==> src/hdl/gdts_pkg.sv <==
// Shared item types and status types for the graph degree and triangle statistics block.
package gdts_pkg;

  // One adjacency row as it arrives on the input channel.
  typedef struct packed {
    logic [5:0]  row_index;
    logic [63:0] neighbor_mask;
    logic        last_row;
  } gdts_in_t;

  // One statistics result as it leaves on the output channel.
  typedef struct packed {
    logic [6:0]  vertex_total;
    logic [6:0]  min_degree;
    logic [6:0]  max_degree;
    logic [12:0] degree_sum;
    logic [18:0] degree_square_sum;
    logic [22:0] mean_degree_q16;
    logic [28:0] mean_degree_square_q16;
    logic [16:0] open_wedges;
    logic [15:0] triangle_count;
    logic [1:0]  triangle_remainder;
  } gdts_out_t;

  // Status of the shared divider as seen by the sequencer.
  typedef struct packed {
    logic busy;
    logic done;
  } gdts_div_sts_t;

endpackage

==> src/hdl/gdts_div.sv <==
// Restoring divider that produces one quotient bit per cycle.
module gdts_div #(
  parameter int DVW = 32,
  parameter int NW  = 7
) (
  input  logic                   clk_i,
  input  logic                   rst_ni,
  input  logic                   start_i,
  input  logic [DVW-1:0]         dividend_i,
  input  logic [NW-1:0]          divisor_i,
  output logic [DVW-1:0]         quotient_o,
  output gdts_pkg::gdts_div_sts_t sts_o
);
  import gdts_pkg::*;

  localparam int CW = $clog2(DVW + 1);

  logic [DVW-1:0] quo_q, quo_d;
  logic [NW-1:0]  rem_q, rem_d;
  logic [NW-1:0]  dvs_q, dvs_d;
  logic [CW-1:0]  cnt_q, cnt_d;
  logic           busy_q, busy_d;
  logic           done_q, done_d;
  logic [NW:0]    trial;
  logic [NW:0]    diff;
  logic           fits;

  // Trial subtraction of the divisor from the partial remainder.
  assign trial = {rem_q, quo_q[DVW-1]};
  assign diff  = trial - {1'b0, dvs_q};
  assign fits  = (trial >= {1'b0, dvs_q});

  // Next-state logic: load on start, then shift one bit per cycle.
  always_comb begin
    quo_d  = quo_q;
    rem_d  = rem_q;
    dvs_d  = dvs_q;
    cnt_d  = cnt_q;
    busy_d = busy_q;
    done_d = 1'b0;
    if (start_i) begin
      quo_d  = dividend_i;
      rem_d  = '0;
      dvs_d  = divisor_i;
      cnt_d  = CW'(DVW);
      busy_d = 1'b1;
    end else if (busy_q) begin
      rem_d = fits ? diff[NW-1:0] : trial[NW-1:0];
      quo_d = {quo_q[DVW-2:0], fits};
      cnt_d = cnt_q - CW'(1);
      if (cnt_q == CW'(1)) begin
        busy_d = 1'b0;
        done_d = 1'b1;
      end
    end
  end

  // Control state is reset; the data path is not.
  always_ff @(posedge clk_i or negedge rst_ni) begin
    if (!rst_ni) begin
      busy_q <= 1'b0;
      done_q <= 1'b0;
      cnt_q  <= '0;
    end else begin
      busy_q <= busy_d;
      done_q <= done_d;
      cnt_q  <= cnt_d;
    end
  end

  always_ff @(posedge clk_i) begin
    quo_q <= quo_d;
    rem_q <= rem_d;
    dvs_q <= dvs_d;
  end

  assign quotient_o  = quo_q;
  assign sts_o.busy  = busy_q;
  assign sts_o.done  = done_q;

endmodule

==> config.mk <==
export PLATFORM = sky130hd
export DESIGN_NAME = gdts_div
export DESIGN_NICKNAME = d
export VERILOG_FILES = /design/src/hdl/gdts_pkg.sv /design/src/hdl/gdts_div.sv
export SDC_FILE = /design/constraint.sdc
export NUM_CORES = 1
export LEC_CHECK = 0
export BUFFER_PORTS_ARGS = -buffer_cell sky130_fd_sc_hd__buf_2
export CORE_ASPECT_RATIO = 1.75
export CORE_MARGIN = 2
export CORE_UTILIZATION = 41
export DETAILED_ROUTE_END_ITERATION = 10
export GPL_ROUTABILITY_DRIVEN = 0
export PLACE_DENSITY = 0.73
export RECOVER_POWER = 100
export SYNTH_ARGS = -nofsm -noshare
export SYNTH_HDL_FRONTEND = slang
export SYNTH_SLANG_ARGS = --single-unit
==> constraint.sdc <==
create_clock -name clk_i -period 5.7 [get_ports clk_i]
set_input_delay 0.285 -clock clk_i [delete_from_list [all_inputs] [get_ports clk_i]]
set_output_delay 0.285 -clock clk_i [all_outputs]
set_load 0.01 [all_outputs]
* After elaboration in Yosys (flattened, before gate mapping)
Index checks and enable logic that the tools add are counted.
W data, S select, Z words.
** Cells by class
- Add/subtract/negate cells :: 2
- Multiply operators :: 0
- Div/mod/pow operators :: 0
- Magnitude comparators :: 1
- Equality and inequality tests :: 1
- Shift operators :: 0
- Multiplexer cells :: 11
- Bitwise gates (word level) :: 0
- Reductions and logical operators :: 1
** Operators by type and width (count)
- $mux W32 :: 2
- $mux W6 :: 2
- $ge A8 B7 Y1 :: 1
- $mux W7 :: 1
- $sub A7 B7 Y7 :: 1
- $eq A6 B1 Y1 const B :: 1
- $mux W1 :: 6
- $sub A6 B1 Y6 const B :: 1
- $reduce_bool A2 Y1 :: 1
** Word-level totals
- Bits in registers :: 54
- Latch bits :: 0
- Memory bits (writable) :: 0
- ROM bits :: 0
- Input bits :: 42
- Logic and storage cells :: 22
- Memories kept :: 0

* Longest topological paths before layout
Gate-level depths: netlist of run 1.
- Depth after elaboration :: 4
- Gate-level depth with buffers :: 9
- Depth with buffers taken out :: 7

* Worst setup path after synthesis of run 1
Ideal clock, no wire load.
- Path kind :: register to register
- Start :: register quo_q[31] (netlist: quotient_o[31])
- End :: register rem_q[0]
- Setup time :: 0.088 ns
- Data arrival time :: 2.145 ns
- Data required time :: 5.612 ns
- Setup slack :: 3.467 ns
- Stages on the path, launching flop included :: 10
- Path buffers :: 2
- Clock period less this slack :: 2.233 ns
- Path through :: edfxtp_1 > inv_1 > ha_1 > fa_1 > nand2b_1 > a211o_1 > buf_6 > and3_1 > buf_6 > a311oi_2
** Between the ends
- Cells in the longest elaborated chain, start to end :: 2
- Elaborated cells on any way between the ends :: 3
** Ends and longest elaborated chain
- start, declared :: RTL line gdts_div.sv:18 : logic [DVW-1:0] quo_q, quo_d;
- start signal, assigned :: RTL line gdts_div.sv:72 : quo_q <= quo_d;
- $sub A7 B7 Y7 or $ge A8 B7 Y1 (tied branches) :: RTL line gdts_div.sv:30, gdts_div.sv:31
- $mux W7 * :: RTL line gdts_div.sv:48 : rem_d = fits ? diff[NW-1:0] : trial[NW-1:0];
- end signal, assigned :: RTL line gdts_div.sv:73 : rem_q <= rem_d;
- end, declared :: RTL line gdts_div.sv:19 : logic [NW-1:0] rem_q, rem_d;
Every way passes the cells marked *; elsewhere a longest branch is shown, timed or not.
A chain may end at the register's enable or synchronous reset.

* Worst setup path in the final report of run 1
- Start :: input port start_i
- End :: register quo_q[23] (netlist: quotient_o[23]), data pin
** Between the ends
- Cells in the longest elaborated chain, start to end :: 1
** Ends and longest elaborated chain
- start, declared :: RTL line gdts_div.sv:8 : input logic start_i,
- $mux W32 :: RTL line gdts_div.sv:41 : if (start_i) begin
- named net quo_d[23] :: RTL line gdts_div.sv:18
The timed path passes the listed nets, and every way through them passes these cells.

==> flow_summary_export.csv, run 1 <==
group,metric,value,unit
grt,grt_pass1_wl,9032,um
sta,worstMarginPinSlew,1.746,ns
placement,dpl.cell_count,362,
floorplan,row_count,39,
critical_path,cp_slowest_cell,"clkbuf_1",
finish,utilization,0.5015,
critical_path,cp_common_cell,"clkbuf_1",
power_and_ir_drop,irDropWorstVdd,274.8,uV
sta,finalMaxSlewViolations,36,
finish,final_cells,371,
placement,post-place-ws,3.381,ns
grt,grt.total_usage,0.1581,
critical_path,crit_fanout,35,
grt,antenna_found_initial,0,
floorplan,die_h,112.7,um
clock_tree,root_buffer,"clkbuf_16",
flow_run,drv_cap,1,
power_and_ir_drop,switching_share,0.3266,
detailed_routing,viasPerCell,5.183,
clock_tree,clock_latency,0.29,ns
clock_tree,htreeDepth,2,
power_and_ir_drop,p_int,0.8839,mW
power_and_ir_drop,clkPwrFrac,0.232,
power_and_ir_drop,p_leak,1.302,nW
clock_tree,clk_pin_slew,0.07,ns
grt,grt_pass1_vias,1962,
synth,synth-seq-cells,54,
synth,yosys.cell_count.top_type,"edfxtp_1",
detailed_routing,ant_nets,0,
placement,place_area,3176,um2
placement,hpwl,4146,um
clock_tree,cts_tree,"built",
synth,ys.flop_type,"edfxtp_1",
outcome,violations,"capacitance limit, slew limit",
sta,timing.hold.ws,0.1665,ns
clock_tree,cts_sinks,54,
clock_tree,cts_inserted_buffers,5,
sta,skew,0.006348,ns
finish,drive_gt1_frac,0.2872,
critical_path,crit_chain,"clkbuf_1 -> clkbuf_1 -> mux2_2",
synth,synth_edf_count,39,
power_and_ir_drop,power_frac_seq,0.438,
synth,seq_area_frac_synth,0.5461,
clock_tree,clock_path_buffers,2,
synth,synth_top_cell_area_share,0.4231,
sta,tns,0,ns
critical_path,crit_buf_inv,2,
placement,numPortBuffers,75,
synth,synth_area,2768,um2
sta,fmax,344.5,MHz
sta,relSlewSlack,-0.1638,
synth,ys_top_cells_by_count,"edfxtp_1 (39), mux2_2 (31), nor2_1 (18), inv_1 (14)",
critical_path,max_stage_delay,1.33,ns
synth,syn_area_per_cell,12.70,um2
synth,yosys-top-cells-area,"edfxtp_1 (42%), mux2_2 (13%), dfrtp_1 (7.2%)",
floorplan,fp.dieW,66.11,um
sta,setup_ws,2.798,ns
sta,fin_crit,2.902,ns
critical_path,path_delay_family,"buffers and inverters",
detailed_routing,vias,1923,
floorplan,start_util,0.4233,
grt,grt_start_max_net_pins,36,
floorplan,coreArea,6539,um2
sta,setup_viol,0,
synth,synth_warnings,0,
sta,grt_setup_unrepaired,"no",
power_and_ir_drop,power_frac_comb,0.330,
detailed_routing,wirelength,5670,um
outcome,status,"finished with violations",
synth,synth_top_cell_by_area,"edfxtp_1",
power_and_ir_drop,power_density,400.2,nW/um2
sta,min_period_over_period,0.5092,
power_and_ir_drop,p_sw,0.4286,mW
critical_path,critical_path_arrival,2.94,ns
finish,area_growth,18.49,%
sta,hold_viol_final,0,
synth,syn_inst,218,
synth,async_flop_share,0.1481,
grt,overflow,0,
critical_path,cp_data_required_time,5.74,ns
critical_path,worst-setup-path-type,"in -> reg",
critical_path,endpoint_kind,"flop",
finish,final_area,3279,um2
floorplan,die-area,7449,um2
power_and_ir_drop,total_power,1.313,mW
floorplan,io_pins,76,
critical_path,startpoint_type,"input port",
clock_tree,cts_resized,0,
clock_tree,cts_post_setup_buffers_inserted,0,
detailed_routing,wl_per_cell,15.28,um
synth,syn-num-nets,270,
detailed_routing,drtIter0Drc,35,
worst_hold_path,min_path_type,"in -> reg",
detailed_routing,drc_errors,0,
synth,synth_cell_type_count,45,
detailed_routing,dr.pass1.iters,5,
finish,insertedDiodeCount,0,
finish,fin_nets,340,
[registers in the layout (all words and copies together), names as in the netlist]
register / count
dvs_q: 7
done_q: 1
busy_q: 1
quotient_o: 32
cnt_q: 6
rem_q: 7
[what timing repair did]
action | 4_1_cts | 5_1_grt
endpoints found under the hold margin | 8 | 0
hold buffers | 1 | 0
endpoints found under the setup margin | 0 | 0
[cell families (layout without fill, tap and decap cells)]
group | count (synthesis) | in the layout | share of synthesized area
buffers and inverters | 28 | 99 | 0.04701
XOR/XNOR | 8 | 8 | 0.02532
AND/OR/NAND/NOR | 57 | 57 | 0.1121
adder cells (fa/ha/maj) | 10 | 10 | 0.04792
flip-flops | 54 | 54 | 0.5461
multiplexers | 32 | 32 | 0.1297
AO/OA/AOI/OAI | 29 | 29 | 0.09177
[power by group through the flow]
stage	logic [mW]	clock network (mW)	registers, mW
6_report	0.433	0.305	0.575
2_1_floorplan	0.324	0	0.582
3_3_place_gp	0.434	0	0.580
5_1_grt	0.476	0.326	0.585
4_1_cts	0.448	0.313	0.574
3_5_place_dp	0.444	0	0.581
[layer usage]
metal  vias to the layer above  share of wire  GRT usage
li1                        937              -          -
met1                       922           0.38     0.1736
met2                        57           0.56     0.2927
met3                         7          0.041    0.02806
met4                         0          0.016    0.05714
met5                         -              0          0
[path summary, 6_finish.rpt]
| check | from | to | slack, ns | cells past startpoint |
|---|---|---|---|---|
| worst max-delay path | start_i | quotient_o[23] | 2.80 | 3 |
| worst min-delay path | divisor_i[0] | dvs_q[0] | 0.17 | 1 |
| worst max register to register | quotient_o[31] | rem_q[0] | 3.37 | 7 |
| min in group asynchronous | rst_ni | cnt_q[5] | 0.47 | 2 |
| worst min register to register | cnt_q[5] | cnt_q[5] | 0.53 | 2 |
| max in group asynchronous | rst_ni | done_q | 4.92 | 2 |
[cell usage in the layout (no fill, tap or decap), types with 8 or more instances in the layout]
cell type and n:
buf_2 39, mux2_2 31, nand2_1 9, clkbuf_1 38
ha_1 9, nor2_1 18, inv_1 14, edfxtp_1 39
dfrtp_1 8
[cell type report]
class                           count  area (um2)
Tap cell                           82       102.6
Sequential cell                    54        1511
Multi-Input combinational cell    136        1121
Clock inverter                      1       5.005
Inverter                           14       52.55
Timing Repair Buffer               77       344.1
Fill cell                         643        3259
Clock buffer                        7       142.6
(Power assumes the default switching activity.)
==> run 2: changes to the inputs <==
--- a/config.mk
+++ b/config.mk
@@ -11,7 +11,7 @@
 export CORE_UTILIZATION = 41
 export DETAILED_ROUTE_END_ITERATION = 10
 export GPL_ROUTABILITY_DRIVEN = 0
-export PLACE_DENSITY = 0.73
+export PLACE_DENSITY = 0.76
 export RECOVER_POWER = 100
 export SYNTH_ARGS = -nofsm -noshare
 export SYNTH_HDL_FRONTEND = slang
==> constraint.sdc (replaced) <==
create_clock -name clk_i -period 2.6 [get_ports clk_i]
set_input_delay 0.13 -clock clk_i [delete_from_list [all_inputs] [get_ports clk_i]]
set_output_delay 0.13 -clock clk_i [all_outputs]
set_load 0.01 [all_outputs]
==> run 2 against run 1 <==
Die area unchanged. The run now ends clean. Via count increased by 1.6%. Sequential share of layout area fell by 0.54 points.
==> flow_summary_export.csv, run 2 (same netlist as run 1, synthesis figures left out) <==
group,metric,value,unit
outcome,status,"completed",
sta,skew,0.004049,ns
detailed_routing,drc_errors,0,
clock_tree,clock_path_buffers,2,
sta,fmax,428.0,MHz
critical_path,path_delay_family,"compound AO/OA/AOI/OAI gates",
detailed_routing,vias,1954,
placement,numPortBuffers,75,
clock_tree,cts_resized,0,
floorplan,fp.dieW,66.11,um
power_and_ir_drop,power_density,887.3,nW/um2
sta,grt_setup_unrepaired,"no",
critical_path,startpoint_type,"flop",
finish,final_cells,374,
finish,insertedDiodeCount,0,
grt,overflow,0,
critical_path,cp_slowest_cell,"fa_1",
grt,grt_pass1_wl,9149,um
sta,fin_crit,2.337,ns
finish,area_growth,19.89,%
sta,setup_viol,0,
critical_path,critical_path_arrival,2.55,ns
flow_run,drv_cap,0,
clock_tree,clk_pin_slew,0.07,ns
critical_path,max_stage_delay,0.42,ns
sta,tns,0,ns
grt,grt.total_usage,0.1603,
sta,finalMaxSlewViolations,0,
finish,fin_nets,343,
critical_path,rr_worst_depth,7,
finish,layout_common_cells,"edfxtp_1 (39), buf_2 (39), clkbuf_1 (36), mux2_2 (31), nor2_1 (18)",
detailed_routing,viasPerCell,5.225,
sta,timing.hold.ws,0.005587,ns
critical_path,timing.critical_path.depth,7,
critical_path,endpoint_kind,"flop",
floorplan,die-area,7449,um2
placement,hpwl,4186,um
clock_tree,root_buffer,"clkbuf_16",
critical_path,worst-setup-path-type,"reg -> reg",
power_and_ir_drop,p_leak,1.327,nW
power_and_ir_drop,total_power,2.944,mW
critical_path,crit_chain,"inv_1 -> ha_1 -> fa_1 -> nand2b_1 -> a211o_1 -> and3_1 -> a311oi_2",
critical_path,crit_fanout,9,
critical_path,worstReg2RegStart,"quotient_o[31]",
finish,largest_register_ffs,32,
grt,grt_pass1_vias,2007,
sta,worstMarginPinSlew,1.445,ns
clock_tree,cts_sinks,54,
detailed_routing,wirelength,5680,um
detailed_routing,ant_nets,0,
clock_tree,htreeDepth,2,
clock_tree,clock_latency,0.29,ns
sta,relSlewSlack,0.03694,
power_and_ir_drop,irDropWorstVdd,533.1,uV
floorplan,start_util,0.4233,
floorplan,row_count,39,
detailed_routing,wl_per_cell,15.19,um
floorplan,io_pins,76,
clock_tree,cts_inserted_buffers,5,
finish,utilization,0.5075,
sta,hold_viol_final,0,
critical_path,crit_path_start,"quotient_o[31]",
critical_path,crit_buf_inv,1,
critical_path,crit_path_end,"rem_q[0]",
critical_path,r2r-end,"rem_q[0]",
sta,min_period_over_period,0.8987,
critical_path,rrSetupSlack,0.26,ns
critical_path,cp_data_required_time,2.81,ns
placement,dpl.cell_count,365,
floorplan,die_h,112.7,um
finish,drive_gt1_frac,0.3048,
clock_tree,postCtsHoldBufs,1,
clock_tree,cts_post_setup_buffers_inserted,0,
grt,grt_start_max_net_pins,35,
grt,antenna_found_initial,0,
clock_tree,cts_tree,"built",
worst_hold_path,min_path_type,"in -> reg",
floorplan,coreArea,6539,um2
detailed_routing,dr.pass1.iters,4,
detailed_routing,drtIter0Drc,56,
## run 2: per-stage QoR
step | worst slack (ns) | area [um2]
5_1_grt | 0.08872 | 3318
6_report | 0.2635 | 3318
3_3_place_gp | 0.3738 | 3211
2_1_floorplan | 0.3665 | 2768
3_5_place_dp | 0.3015 | 3211
4_1_cts | 0.2808 | 3381
## run 2: worst min-delay path by stage
stage | to | start | slack [ns] | cells after the start
after global placement | cnt_q[5] | rst_ni | -0.02 | 1
final | dvs_q[6] | divisor_i[6] | 0.006 | 1
after floorplan | busy_q | rst_ni | -0.17 | 0
after global routing | dvs_q[6] | divisor_i[6] | 0.004 | 1
after CTS | dvs_q[6] | divisor_i[6] | 0.002 | 1
after detailed placement | cnt_q[5] | rst_ni | -0.02 | 1
## run 2: worst reg2reg max path: cells and delay by family, from the launching register on
family	cells	cell delay, ns
AO/OA/AOI/OAI	2	0.67
adder cells (fa/ha/maj)	2	0.64
AND/OR/NAND/NOR	2	0.53
flip-flops	1	0.35
buffers and inverters	1	0.07
## run 2: final cells by class
class                   count  area, um2
fillers                   638       3221
flip-flops and latches     54       1511
multi-input cells         136       1126
repair buffers             80      365.4
clock buffers               6      150.1
well taps                  82      102.6
inverters                  14      52.55
clock inverters             2      10.01
## run 2: metal layers
metal	GRT usage	wire [um]	vias up
met3	0.03407	248	11
met4	0.07619	161	0
li1	-	-	942
met5	0	0	-
met1	0.1773	2169	945
met2	0.2827	3100	56
## run 2: where the power goes
group	internal, mW	switching (mW)	leakage, nW
registers	1.12	0.132	0.563
logic	0.448	0.519	0.683
clock network	0.413	0.311	0.0818
